==> config.mk <==
export PLATFORM = sky130hd
export DESIGN_NAME = linear_probe_hash_table
export DESIGN_NICKNAME = d
export VERILOG_FILES = /design/src/hdl/lpht_pkg.sv /design/src/hdl/lpht_ram.sv /design/src/hdl/lpht_datapath.sv /design/src/hdl/lpht_ctrl.sv /design/src/hdl/linear_probe_hash_table.sv
export SDC_FILE = /design/constraint.sdc
export NUM_CORES = 2
export LEC_CHECK = 0
export BUFFER_PORTS_ARGS = -buffer_cell sky130_fd_sc_hd__buf_2
export CORE_UTILIZATION = 55
export DETAILED_ROUTE_END_ITERATION = 12
export PLACE_DENSITY_LB_ADDON = 0.05
export SYNTH_ARGS = -nofsm -noshare
export SYNTH_HDL_FRONTEND = slang
export SYNTH_SLANG_ARGS = --single-unit
==> constraint.sdc <==
create_clock -name clk_i -period 12.1 [get_ports clk_i]
set_input_delay 0.605 -clock clk_i [delete_from_list [all_inputs] [get_ports clk_i]]
set_output_delay 0.605 -clock clk_i [all_outputs]
set_load 0.005 [all_outputs]
==> src/hdl/lpht_pkg.sv <==
// Package for the linear-probe hash table: sizes, codes and the
// controller/datapath command and status structs. No dependencies.
package lpht_pkg;

  // Table geometry
  localparam int TABLE_SLOTS = 16;
  localparam int SLOT_W      = (TABLE_SLOTS > 1) ? $clog2(TABLE_SLOTS) : 1;
  localparam int CNT_W       = $clog2(TABLE_SLOTS + 1);
  localparam bit IS_POW2     = ((TABLE_SLOTS & (TABLE_SLOTS - 1)) == 0);

  // Field widths
  localparam int REQ_W  = 2;
  localparam int KEY_W  = 31;
  localparam int VAL_W  = 64;
  localparam int STAT_W = 2;
  localparam int MARK_W = 2;
  localparam int DATA_W = KEY_W + VAL_W;
  localparam int IN_TDATA_W = ((DATA_W + 7) / 8) * 8;

  // Home-slot remainder unit: MOD_BITS key bits per cycle
  localparam int MOD_BITS = 4;
  localparam int KEY_PAD  = ((KEY_W + MOD_BITS - 1) / MOD_BITS) * MOD_BITS;
  localparam int MOD_CYC  = KEY_PAD / MOD_BITS;
  localparam int MODC_W   = (MOD_CYC > 1) ? $clog2(MOD_CYC) : 1;

  // Request codes
  localparam logic [REQ_W-1:0] REQ_INSERT = 2'd0;
  localparam logic [REQ_W-1:0] REQ_LOOKUP = 2'd1;
  localparam logic [REQ_W-1:0] REQ_DELETE = 2'd2;

  // Response status codes
  localparam logic [STAT_W-1:0] ST_OK   = 2'd0;
  localparam logic [STAT_W-1:0] ST_MISS = 2'd1;
  localparam logic [STAT_W-1:0] ST_FULL = 2'd2;

  // Slot marks
  localparam logic [MARK_W-1:0] MARK_EMPTY   = 2'd0;
  localparam logic [MARK_W-1:0] MARK_BUSY    = 2'd1;
  localparam logic [MARK_W-1:0] MARK_DELETED = 2'd2;

  typedef logic [SLOT_W-1:0] slot_t;

  // Controller -> datapath
  typedef struct packed {
    logic clear;     // sweep one slot of the mark store to empty
    logic load;      // capture the incoming transaction
    logic mod_step;  // one step of the home-slot remainder
    logic probe;     // issue/check one probe slot
    logic commit;    // update the store and load the result register
  } lpht_cmd_t;

  // Datapath -> controller
  typedef struct packed {
    logic clear_done;
    logic mod_last;
    logic probe_done;
  } lpht_stat_t;

endpackage

==> src/hdl/lpht_ram.sv <==
// Generic single-port RAM with registered read data.
// Used for the slot mark store and the slot key/value store. No dependencies.
module lpht_ram #(
  parameter int WIDTH = 8,
  parameter int DEPTH = 16
) (
  input  logic                     clk_i,
  input  logic                     we_i,
  input  logic [$clog2(DEPTH)-1:0] addr_i,
  input  logic [WIDTH-1:0]         wdata_i,
  output logic [WIDTH-1:0]         rdata_o
);

  logic [WIDTH-1:0] mem_q [DEPTH];
  logic [WIDTH-1:0] rdata_q;

  // Write, and read registered at the same address
  always_ff @(posedge clk_i) begin
    if (we_i) begin
      mem_q[addr_i] <= wdata_i;
    end
    rdata_q <= mem_q[addr_i];
  end

  assign rdata_o = rdata_q;

endmodule

==> src/hdl/lpht_datapath.sv <==
// Datapath of the hash table: request registers, home-slot remainder,
// pipelined probe over the slot stores, commit logic and result register.
// Depends on lpht_pkg and lpht_ram.
module lpht_datapath (
  input  logic                       clk_i,
  input  logic                       rst_ni,
  input  lpht_pkg::lpht_cmd_t        cmd_i,
  output lpht_pkg::lpht_stat_t       stat_o,
  input  logic [lpht_pkg::REQ_W-1:0] req_i,
  input  logic [lpht_pkg::KEY_W-1:0] key_i,
  input  logic [lpht_pkg::VAL_W-1:0] val_i,
  output logic [lpht_pkg::STAT_W-1:0] res_stat_o,
  output logic [lpht_pkg::VAL_W-1:0]  res_val_o
);
  import lpht_pkg::*;

  localparam logic [SLOT_W:0] SLOT_NUM  = (SLOT_W + 1)'(TABLE_SLOTS);
  localparam slot_t           SLOT_LAST = SLOT_W'(TABLE_SLOTS - 1);

  // Request registers
  logic [REQ_W-1:0]   req_q;
  logic [KEY_W-1:0]   key_q;
  logic [VAL_W-1:0]   val_q;
  logic [KEY_PAD-1:0] keysh_q;
  logic [MODC_W-1:0]  modc_q;
  slot_t              rem_q, rem_d;

  // Probe state
  slot_t              iss_pos_q, chk_pos_q, clr_q;
  logic [CNT_W-1:0]   iss_cnt_q, chk_cnt_q;
  logic               chk_valid_q;
  logic               hit_q, free_q;
  slot_t              hit_pos_q, free_pos_q;
  logic [VAL_W-1:0]   hit_val_q;

  // Result register
  logic [STAT_W-1:0]  res_stat_q;
  logic [VAL_W-1:0]   res_val_q;

  // Store ports
  slot_t              ram_addr;
  logic               mark_we, data_we;
  logic [MARK_W-1:0]  mark_wdata, mark_rd;
  logic [DATA_W-1:0]  data_rd;

  // Check and commit signals
  logic               is_empty, is_hit, is_tomb, lap_end, iss_more;
  logic               c_mark_we, c_data_we;
  logic [MARK_W-1:0]  c_mark;
  slot_t              c_pos;
  logic [STAT_W-1:0]  c_stat;
  logic [VAL_W-1:0]   c_val;

  // Remainder of the key by the slot count, MOD_BITS bits per step
  always_comb begin
    logic [SLOT_W:0] r;
    r = {1'b0, rem_q};
    for (int i = 0; i < MOD_BITS; i++) begin
      r = {r[SLOT_W-1:0], keysh_q[KEY_PAD-1-i]};
      if (r >= SLOT_NUM) begin
        r = r - SLOT_NUM;
      end
    end
    rem_d = r[SLOT_W-1:0];
  end

  // Evaluate the slot read in the previous cycle
  assign is_empty = chk_valid_q && (mark_rd == MARK_EMPTY);
  assign is_hit   = chk_valid_q && (mark_rd == MARK_BUSY) && (data_rd[KEY_W-1:0] == key_q);
  assign is_tomb  = chk_valid_q && (mark_rd != MARK_EMPTY) && (mark_rd != MARK_BUSY);
  assign lap_end  = chk_valid_q && (chk_cnt_q == CNT_W'(TABLE_SLOTS - 1));
  assign iss_more = (iss_cnt_q != CNT_W'(TABLE_SLOTS));

  assign stat_o.probe_done = is_empty || is_hit || lap_end;
  assign stat_o.mod_last   = (modc_q == MODC_W'(MOD_CYC - 1));
  assign stat_o.clear_done = (clr_q == SLOT_LAST);

  // Commit decision
  always_comb begin
    c_mark_we = 1'b0;
    c_data_we = 1'b0;
    c_mark    = MARK_BUSY;
    c_pos     = hit_pos_q;
    c_stat    = ST_MISS;
    c_val     = '0;
    unique case (req_q)
      REQ_INSERT: begin
        if (hit_q) begin
          c_data_we = 1'b1;
          c_stat    = ST_OK;
        end else if (free_q) begin
          c_mark_we = 1'b1;
          c_data_we = 1'b1;
          c_pos     = free_pos_q;
          c_stat    = ST_OK;
        end else begin
          c_stat = ST_FULL;
        end
      end
      REQ_LOOKUP: begin
        if (hit_q) begin
          c_stat = ST_OK;
          c_val  = hit_val_q;
        end
      end
      REQ_DELETE: begin
        if (hit_q) begin
          c_mark_we = 1'b1;
          c_mark    = MARK_DELETED;
          c_stat    = ST_OK;
        end
      end
      default: c_stat = ST_MISS;
    endcase
  end

  // Store address and write controls
  always_comb begin
    if (cmd_i.clear) begin
      ram_addr = clr_q;
    end else if (cmd_i.commit) begin
      ram_addr = c_pos;
    end else begin
      ram_addr = iss_pos_q;
    end
  end
  assign mark_we    = cmd_i.clear || (cmd_i.commit && c_mark_we);
  assign mark_wdata = cmd_i.clear ? MARK_EMPTY : c_mark;
  assign data_we    = cmd_i.commit && c_data_we;

  // Control registers
  always_ff @(posedge clk_i or negedge rst_ni) begin
    if (!rst_ni) begin
      clr_q       <= '0;
      modc_q      <= '0;
      iss_cnt_q   <= '0;
      chk_cnt_q   <= '0;
      chk_valid_q <= 1'b0;
      hit_q       <= 1'b0;
      free_q      <= 1'b0;
    end else begin
      if (cmd_i.clear) begin
        clr_q <= stat_o.clear_done ? '0 : clr_q + 1'b1;
      end
      if (cmd_i.load) begin
        modc_q      <= '0;
        iss_cnt_q   <= '0;
        chk_cnt_q   <= '0;
        chk_valid_q <= 1'b0;
        hit_q       <= 1'b0;
        free_q      <= 1'b0;
      end else if (cmd_i.mod_step) begin
        modc_q <= modc_q + 1'b1;
      end else if (cmd_i.probe) begin
        chk_valid_q <= iss_more;
        if (iss_more) begin
          iss_cnt_q <= iss_cnt_q + 1'b1;
        end
        if (chk_valid_q) begin
          chk_cnt_q <= chk_cnt_q + 1'b1;
        end
        if (is_hit) begin
          hit_q <= 1'b1;
        end
        if ((is_empty || is_tomb) && !free_q) begin
          free_q <= 1'b1;
        end
      end
    end
  end

  // Payload registers
  always_ff @(posedge clk_i) begin
    if (cmd_i.load) begin
      req_q     <= req_i;
      key_q     <= key_i;
      val_q     <= val_i;
      keysh_q   <= KEY_PAD'(key_i);
      rem_q     <= '0;
      iss_pos_q <= IS_POW2 ? key_i[SLOT_W-1:0] : '0;
    end else if (cmd_i.mod_step) begin
      keysh_q <= {keysh_q[KEY_PAD-MOD_BITS-1:0], MOD_BITS'(0)};
      rem_q   <= rem_d;
      if (stat_o.mod_last) begin
        iss_pos_q <= rem_d;
      end
    end else if (cmd_i.probe) begin
      if (iss_more) begin
        iss_pos_q <= (iss_pos_q == SLOT_LAST) ? '0 : iss_pos_q + 1'b1;
        chk_pos_q <= iss_pos_q;
      end
      if (is_hit) begin
        hit_pos_q <= chk_pos_q;
        hit_val_q <= data_rd[DATA_W-1:KEY_W];
      end
      if ((is_empty || is_tomb) && !free_q) begin
        free_pos_q <= chk_pos_q;
      end
    end
    if (cmd_i.commit) begin
      res_stat_q <= c_stat;
      res_val_q  <= c_val;
    end
  end

  // Slot stores
  lpht_ram #(.WIDTH(MARK_W), .DEPTH(TABLE_SLOTS)) u_mark_ram (
    .clk_i  (clk_i),
    .we_i   (mark_we),
    .addr_i (ram_addr),
    .wdata_i(mark_wdata),
    .rdata_o(mark_rd)
  );

  lpht_ram #(.WIDTH(DATA_W), .DEPTH(TABLE_SLOTS)) u_data_ram (
    .clk_i  (clk_i),
    .we_i   (data_we),
    .addr_i (ram_addr),
    .wdata_i({val_q, key_q}),
    .rdata_o(data_rd)
  );

  assign res_stat_o = res_stat_q;
  assign res_val_o  = res_val_q;

endmodule

==> src/hdl/lpht_ctrl.sv <==
// Controller of the hash table: clear sweep, request sequencing and the
// output valid flag. Depends on lpht_pkg.
module lpht_ctrl (
  input  logic                 clk_i,
  input  logic                 rst_ni,
  input  logic                 in_valid_i,
  output logic                 in_ready_o,
  output logic                 out_valid_o,
  input  logic                 out_ready_i,
  output lpht_pkg::lpht_cmd_t  cmd_o,
  input  lpht_pkg::lpht_stat_t stat_i
);
  import lpht_pkg::*;

  typedef enum logic [2:0] {
    S_CLEAR,
    S_IDLE,
    S_MOD,
    S_PROBE,
    S_COMMIT
  } state_e;

  state_e state_q, state_d;
  logic   out_valid_q, out_valid_d;
  logic   out_free;

  assign out_free = !out_valid_q || out_ready_i;

  // Commands and next state
  always_comb begin
    cmd_o       = '0;
    state_d     = state_q;
    out_valid_d = out_valid_q && !out_ready_i;
    unique case (state_q)
      S_CLEAR: begin
        cmd_o.clear = 1'b1;
        if (stat_i.clear_done) begin
          state_d = S_IDLE;
        end
      end
      S_IDLE: begin
        if (in_valid_i) begin
          cmd_o.load = 1'b1;
          state_d    = IS_POW2 ? S_PROBE : S_MOD;
        end
      end
      S_MOD: begin
        cmd_o.mod_step = 1'b1;
        if (stat_i.mod_last) begin
          state_d = S_PROBE;
        end
      end
      S_PROBE: begin
        cmd_o.probe = 1'b1;
        if (stat_i.probe_done) begin
          state_d = S_COMMIT;
        end
      end
      S_COMMIT: begin
        if (out_free) begin
          cmd_o.commit = 1'b1;
          out_valid_d  = 1'b1;
          state_d      = S_IDLE;
        end
      end
      default: state_d = S_IDLE;
    endcase
  end

  // State and output valid
  always_ff @(posedge clk_i or negedge rst_ni) begin
    if (!rst_ni) begin
      state_q     <= S_CLEAR;
      out_valid_q <= 1'b0;
    end else begin
      state_q     <= state_d;
      out_valid_q <= out_valid_d;
    end
  end

  assign in_ready_o  = (state_q == S_IDLE);
  assign out_valid_o = out_valid_q;

endmodule

==> src/hdl/linear_probe_hash_table.sv <==
// Top level of the open-addressing hash table with linear probing.
// Depends on lpht_pkg, lpht_ctrl, lpht_datapath (and lpht_ram below it).
//
// Usage:
//   Requests enter on the s_axis channel: tuser carries the request kind
//   (insert/update, lookup, delete), tdata the key and the value.
//   Each request yields exactly one response on m_axis: tuser carries the
//   status (done/found, not found, table full), tdata the value read on a
//   lookup hit, zero otherwise.
//   Sequence: the request is accepted, then the home-slot remainder is
//   formed when the slot count is not a power of two, then the slot
//   stores are probed (one slot read per cycle, ending at an empty slot,
//   a hit or a full lap), then the store and the result register are
//   committed. One request is in work at a time. After reset the mark
//   store is swept to empty, one slot per cycle; s_axis_tready stays low
//   during the sweep.
//   The response sits in an output register: a new request is accepted
//   while it waits, but the next response is held back until the receiver
//   takes the pending one.
module linear_probe_hash_table (
  input  logic                                clk_i,
  input  logic                                rst_ni,
  input  logic                                s_axis_tvalid,
  output logic                                s_axis_tready,
  // [30:0] key, [94:31] value, [95] zero
  input  logic [lpht_pkg::IN_TDATA_W-1:0]     s_axis_tdata,
  // [1:0] req_type
  input  logic [lpht_pkg::REQ_W-1:0]          s_axis_tuser,
  output logic                                m_axis_tvalid,
  input  logic                                m_axis_tready,
  // [63:0] read_value
  output logic [lpht_pkg::VAL_W-1:0]          m_axis_tdata,
  // [1:0] status
  output logic [lpht_pkg::STAT_W-1:0]         m_axis_tuser
);
  import lpht_pkg::*;

  lpht_cmd_t  cmd;
  lpht_stat_t stat;

  lpht_ctrl u_ctrl (
    .clk_i      (clk_i),
    .rst_ni     (rst_ni),
    .in_valid_i (s_axis_tvalid),
    .in_ready_o (s_axis_tready),
    .out_valid_o(m_axis_tvalid),
    .out_ready_i(m_axis_tready),
    .cmd_o      (cmd),
    .stat_i     (stat)
  );

  lpht_datapath u_dp (
    .clk_i     (clk_i),
    .rst_ni    (rst_ni),
    .cmd_i     (cmd),
    .stat_o    (stat),
    .req_i     (s_axis_tuser),
    .key_i     (s_axis_tdata[KEY_W-1:0]),
    .val_i     (s_axis_tdata[DATA_W-1:KEY_W]),
    .res_stat_o(m_axis_tuser),
    .res_val_o (m_axis_tdata)
  );

endmodule

Word-level counts from Yosys, hierarchy flattened:

Memories as Yosys holds them, arrays and structs flattened. A register that Yosys moved wholly into a read port is not among the register bits.
Index checks and enable logic that the tools add are counted.

* muxes and demuxes: 71
* shift operators: 0
* multipliers: 0
* magnitude comparators: 4
* add/sub/neg operators: 9
* bitwise logic cells: 2
* equal/unequal tests: 21
* divide/modulo/power cells: 0
* reductions and logical operators: 42

Operators by type and width (number)
* 2-to-1 mux 4 bit: 16
* 2-to-1 mux 31 bit: 2
* 2-to-1 mux 5 bit: 8
* == test 31 bit: 1
* 2-to-1 mux 1 bit: 30
* 2-to-1 mux 3 bit: 7
* >= comparator 5 bit, second input constant: 4
* subtractor 4 x 1 -> 4 bit, second input constant: 4
* case mux 3 bit (5 select lines): 1
* AND reduction 3 bit: 5
* nonzero test 2 bit: 7
* AND reduction 4 bit: 3
* adder 5 x 1 -> 5 bit, second input constant: 2
* logical AND 1 bit: 10
* 2-to-1 mux 2 bit: 5
* adder 4 x 1 -> 4 bit, second input constant: 2
* == test 4 bit, second input constant: 2
* inequality test 2 x 1 -> 1 bit, second input constant: 4
* == test 3 x 2 -> 1 bit, second input constant: 2
* == test 3 bit, second input constant: 2
* inequality test 2 bit, second input constant: 3
* nonzero test 3 bit: 2
* == test 5 x 4 -> 1 bit, second input constant: 1
* logical OR 1 bit: 5
* other kinds (15): 21

* RAM bits: 1552
* input bits: 102
* register bits: 303
* word-level logic and storage cells: 173
* latch bits: 0
* output and inout port bits: 68
* memories kept: 2
* ROM bits: 0

Memory list
* u_dp.u_data_ram.mem_q: words 16, width 95, read ports 1, clocked after Yosys merged registers in 1, write ports 1, line lpht_ram.sv:14 `logic [WIDTH-1:0] mem_q [DEPTH];`
* u_dp.u_mark_ram.mem_q: words 16, width 2, read ports 1, clocked after Yosys merged registers in 1, write ports 1, line lpht_ram.sv:14

Depth between registers and ports, before layout:

* depth after elaboration: 11
* mapped depth: 11
* depth with buffers taken out: 8

Modules after synthesis:

From an unflattened synthesis, not the netlist that was laid out.

* cells, all modules: 3123
* area, all modules: 71026.9 sq um

By module, submodules not included
* lpht_ram (u_dp.u_data_ram): area each 58648.7 sq um, cells an instance 2436, times used 1, seq. area each 47545.6 sq um
* lpht_datapath: area each 10764.1 sq um, cells an instance 582, times used 1, seq. area each 8748.4 sq um
* lpht_ram (u_dp.u_mark_ram): area each 1396.3 sq um, cells an instance 80, times used 1, seq. area each 1001.0 sq um
* lpht_ctrl: area each 217.7 sq um, cells an instance 25, times used 1, seq. area each 100.1 sq um

Worst setup path after synthesis:

Ideal clock, no wire load.

* kind: input to register
* start: input port m_axis_tready
* end: memory u_dp.u_data_ram.mem_q[0][0] (netlist bit) (enable)
* setup time: 0.550 ns
* required time: 11.550 ns
* path buffers: 0
* stages on the path: 7
* setup slack: 4.787 ns
* data arrival time: 6.763 ns
* cell sequence: nand2b_1 -> nand3_1 -> inv_1 -> o211ai_1 -> nor2_1 -> nand2_1 -> nor2_1

RTL lines
* start: declaration: line linear_probe_hash_table.sv:30 `input logic m_axis_tready,`
* end: declaration: line lpht_ram.sv:14

Worst setup path after layout:

* start: register u_dp.hit_q
* end: memory u_dp.u_data_ram.mem_q[8][55] (netlist bit) (enable)

* longest elaborated chain between the ends: 5
* elaborated cells on any way between the ends: 9
* classes of those cells: 8 x mux; 1 x reduce/logical

RTL lines
* start: declaration: line lpht_datapath.sv:32 `logic hit_q, free_q;`
* start signal: assignment: line lpht_datapath.sv:139 `hit_q <= 1'b0;`
* start signal: assignment: line lpht_datapath.sv:150 `hit_q <= 1'b0;`
* start signal: assignment: line lpht_datapath.sv:163 `hit_q <= 1'b1;`
* 2-to-1 mux 1 bit: line lpht_datapath.sv:88 `if (hit_q) begin`
* 2-to-1 mux 1 bit: line lpht_datapath.sv:86 `unique case (req_q)`
* logical AND 1 bit: line lpht_datapath.sv:129 `assign data_we = cmd_i.commit && c_data_we;`
* 2-to-1 mux 1 bit: line lpht_ram.sv:19 `if (we_i) begin`
* 2-to-1 mux 1 bit (not written as such): line lpht_ram.sv:20 `mem_q[addr_i] <= wdata_i;`

Parallel ways exist; a longest one is shown, timed or not.

==> metrics.txt <==
result of the run=finished clean; ratio of routed vias to standard cells=6.05; distinct cell type count after synthesis=57; number of warnings printed during yosys synthesis=0; total routed wirelength=between 150000 and 200000 um; number of antenna violations at the first check in global routing=4; Post-route DRC=0; dominant register cell in the synthesized netlist=sky130_fd_sc_hd__edfxtp_1; grt total ovfl=0; f_max=~0.14 GHz; top-level port count=170; standby leakage power=about 27 nW; Mapped Avg Cell Area=between 20 and 25 um2; post-CTS sizing=0; worst-margin pin slew=roughly 1200 ps; Final Cycle Share=around 57%; Row Count=around 130; RSZ-0062 raised after global routing=false; Required @ worst endpoint=~13000 ps; clock skew after layout=between 20 and 25 ps; Hold Fails Final Rpt=0; via count of the first global-routing pass=35100; final total negative setup slack=0 ps; clk sink count=1948; Critical Path AT=7340 ps; Final Instance Area=81000 um2; drt pass-1 iters=5; HP Class=in2reg; height of the die=~360 um; count of flip-flops with a built-in enable after synthesis=between 1500 and 2000; Finish-stage setup viols=0; tightest hold margin=50.3 ps; wire length of the first global-routing pass=~240000 um; overall via count from detail_route=33400; root cell of the clock tree=sky130_fd_sc_hd__clkbuf_16; RD Place Congestion=0.759; initial core utilization=between 50% and 60%; global-route usage over all layers=between 20% and 30%; synthesis-stage register bit count=~1900; normalized max-slew margin=between 10% and 20%; smallest setup slack after layout=slightly above 5000 ps; nets@finish=3724; number of diodes=0; DR iter-0 viols=3480; count of placed standard cells including taps=5097; width of the die=363 um; Worst Setup Slack post-DPL=just under 5000 ps; wire length per cell after detailed routing=between 20 and 30 um; Total Die Area=132000 um2; HPWL reported at the end of detailed placement=78000 um; worst setup path class=reg2reg; clock buffer count from CTS=around 190; clk slew on worst S/H paths=60 ps; floorplan core area=129000 um2; post-CTS setup buffers=0; time the worst path needs with I/O delays and setup=about 6900 ps; sequential area share after synthesis=80.1%; Post-Synthesis Net Count=3404; clock insertion delay at the later pin of the skew report=800 ps; total power consumption of the routed design=between 15 and 20 mW; Max Cap Violations=0; endpoint kind of the worst setup timing path=register; category of the worst setup path launch point=register; Slew Limit Fails=0; synthesis-to-finish area growth=13.1%; pin count of the biggest net entering global routing=about 160; Crit. Startpoint=u_dp.hit_q; number of nets with antenna violations after detailed routing=0; number of port buffers=168; number of buffers inserted by hold repair at cts=63; area of the mapped netlist=~72000 um2; count of non-filler cells in the finished layout=about 5500; fraction of final layout cells sized beyond drive strength 1=24.5%; areal power density over the cells=around 240 nW/um2; end-of-flow core utilization=a little over three fifths; worst reg2reg path startpoint=u_dp.hit_q; TritonCTS clock tree=built; post-synthesis cell count=3291; HP Start=s_axis_tdata[55]; number of buffers on the longest clock path=3; area post-placement=about 74000 um2; H-tree Lvls=4; async set or reset register ratio after synthesis=1.23%; maximum fanout along the worst path=between 50 and 60; worst vdd ir=between 0.0002 and 0.0003 V
## path summary, 6_finish.rpt
| path | endpoint | slack [ps] | depth (start not counted) |
|---|---|---|---|
| max | u_dp.u_data_ram.mem_q[8][55] | 5160 | 10 |
| min | u_dp.val_q[24] | 50 | 1 |
| max reg2reg | u_dp.u_data_ram.mem_q[8][55] | 5160 | 10 |
| min reg2reg | u_dp.hit_val_q[37] | 400 | 0 |
| max in group asynchronous | u_dp.hit_q | 11300 | 2 |
| min in group asynchronous | u_dp.modc_q[0] | 360 | 2 |
## cells by family after synthesis
| family | after synthesis | synth area share [%] |
|---|---|---|
| flops | 1948 | 80.1 |
| simple gates | 572 | 3.77 |
| mux | 394 | 12.3 |
| buf+inv | 177 | 1.64 |
| compound gates | 150 | 1.55 |
| xor+xnor | 39 | 0.477 |
| fa+ha+maj | 11 | 0.192 |
## per-layer routing
layer	track usage [%]	wire (um)	up-vias
met3	3.55	8930	213
met2	42.2	81900	1087
met5	0	7	-
li1	-	-	14200
met1	35.0	67100	17900
met4	6.80	3770	2
## flip-flops by register name, indices dropped and copies added (netlist names), 2 cells and up
| name | flops |
|---|---|
| u_dp.u_mark_ram.rdata_o | 2 |
| u_dp.keysh_q | 32 |
| u_dp.chk_pos_q | 4 |
| u_dp.hit_pos_q | 4 |
| u_dp.key_q | 31 |
| u_dp.free_pos_q | 4 |
| u_dp.req_q | 2 |
| u_dp.chk_cnt_q | 5 |
| u_dp.res_val_o | 64 |
| u_dp.iss_pos_q | 4 |
| u_dp.res_stat_o | 2 |
| u_dp.modc_q | 3 |
| u_dp.hit_val_q | 64 |
| u_dp.u_data_ram.mem_q | 1520 |
| u_dp.iss_cnt_q | 5 |
| u_ctrl.state_q | 3 |
| u_dp.val_q | 64 |
| u_dp.u_data_ram.rdata_o | 95 |
| u_dp.u_mark_ram.mem_q | 32 |
| u_dp.clr_q | 4 |
## power by group
part | switching, mW | internal, mW
sequential | 0.366 | 8.06
clock | 2.42 | 3.33
combinational | 2.80 | 2.24
total | 5.59 | 13.6
## cells in the mapped netlist (all sizes together), types with 2 or more instances
cell	count	area share, %
edfxtp	1826	77
mux4	388	12
nand2	208	1.1
nand3	198	1.4
buf	107	1.2
a22oi	98	1.0
dfxtp	98	2.7
and3	71	0.62
nor2	59	0.31
clkbuf	58	0.33
dfrtp	24	0.84
xnor2	24	0.29
xor2	15	0.18
o21ai	13	0.091
inv	12	0.063
ha	11	0.19
a21oi	10	0.070
nand4	9	0.079
mux2	5	0.079
a221o	4	0.056
nor4	4	0.035
a2111oi	3	0.045
a21o	3	0.031
a22o	3	0.037
and4b	3	0.042
nor2b	3	0.026
nor3	3	0.021
o21a	3	0.031
a211oi	2	0.035
and2	2	0.017
nand2b	2	0.017
nand3b	2	0.038
nor4bb	2	0.028
o21bai	2	0.021
o22a	2	0.024
o22ai	2	0.017
or2	2	0.017
## final cells by class
type                       instances  area (um2)
timing repair buffer             292        2020
inverter                          12        51.3
fill                            8801       48300
multi-input combinational       1166       13300
clock inverter                    83         699
tap                             1742        2180
sequential                      1948       57400
clock buffer                     275        5430
## critical path: stages (launching register included)
cell	delay [ps]
sky130_fd_sc_hd__dfrtp_2	700
sky130_fd_sc_hd__buf_4	710
sky130_fd_sc_hd__nand3b_4	310
sky130_fd_sc_hd__a2111oi_0	140
sky130_fd_sc_hd__o21a_1	290
sky130_fd_sc_hd__nor2_4	490
sky130_fd_sc_hd__buf_4	790
sky130_fd_sc_hd__o21ai_1	620
sky130_fd_sc_hd__nor2_4	590
sky130_fd_sc_hd__buf_4	950
sky130_fd_sc_hd__buf_4	820
## cell usage in the layout, fill, tap and decap left out, drive strengths merged, types with 11 or more instances in the layout
| cell | count |
|---|---|
| edfxtp | 1826 |
| mux4 | 388 |
| clkbuf | 275 |
| buf | 229 |
| nand2 | 208 |
| nand3 | 198 |
| dfxtp | 98 |
| a22oi | 98 |
| and3 | 71 |
| dlygate4sd3 | 63 |
| clkinv | 62 |
| nor2 | 59 |
| xnor2 | 24 |
| dfrtp | 24 |
| xor2 | 15 |
| inv | 15 |
| o21ai | 13 |
| ha | 11 |
(Power assumes the default switching activity.)
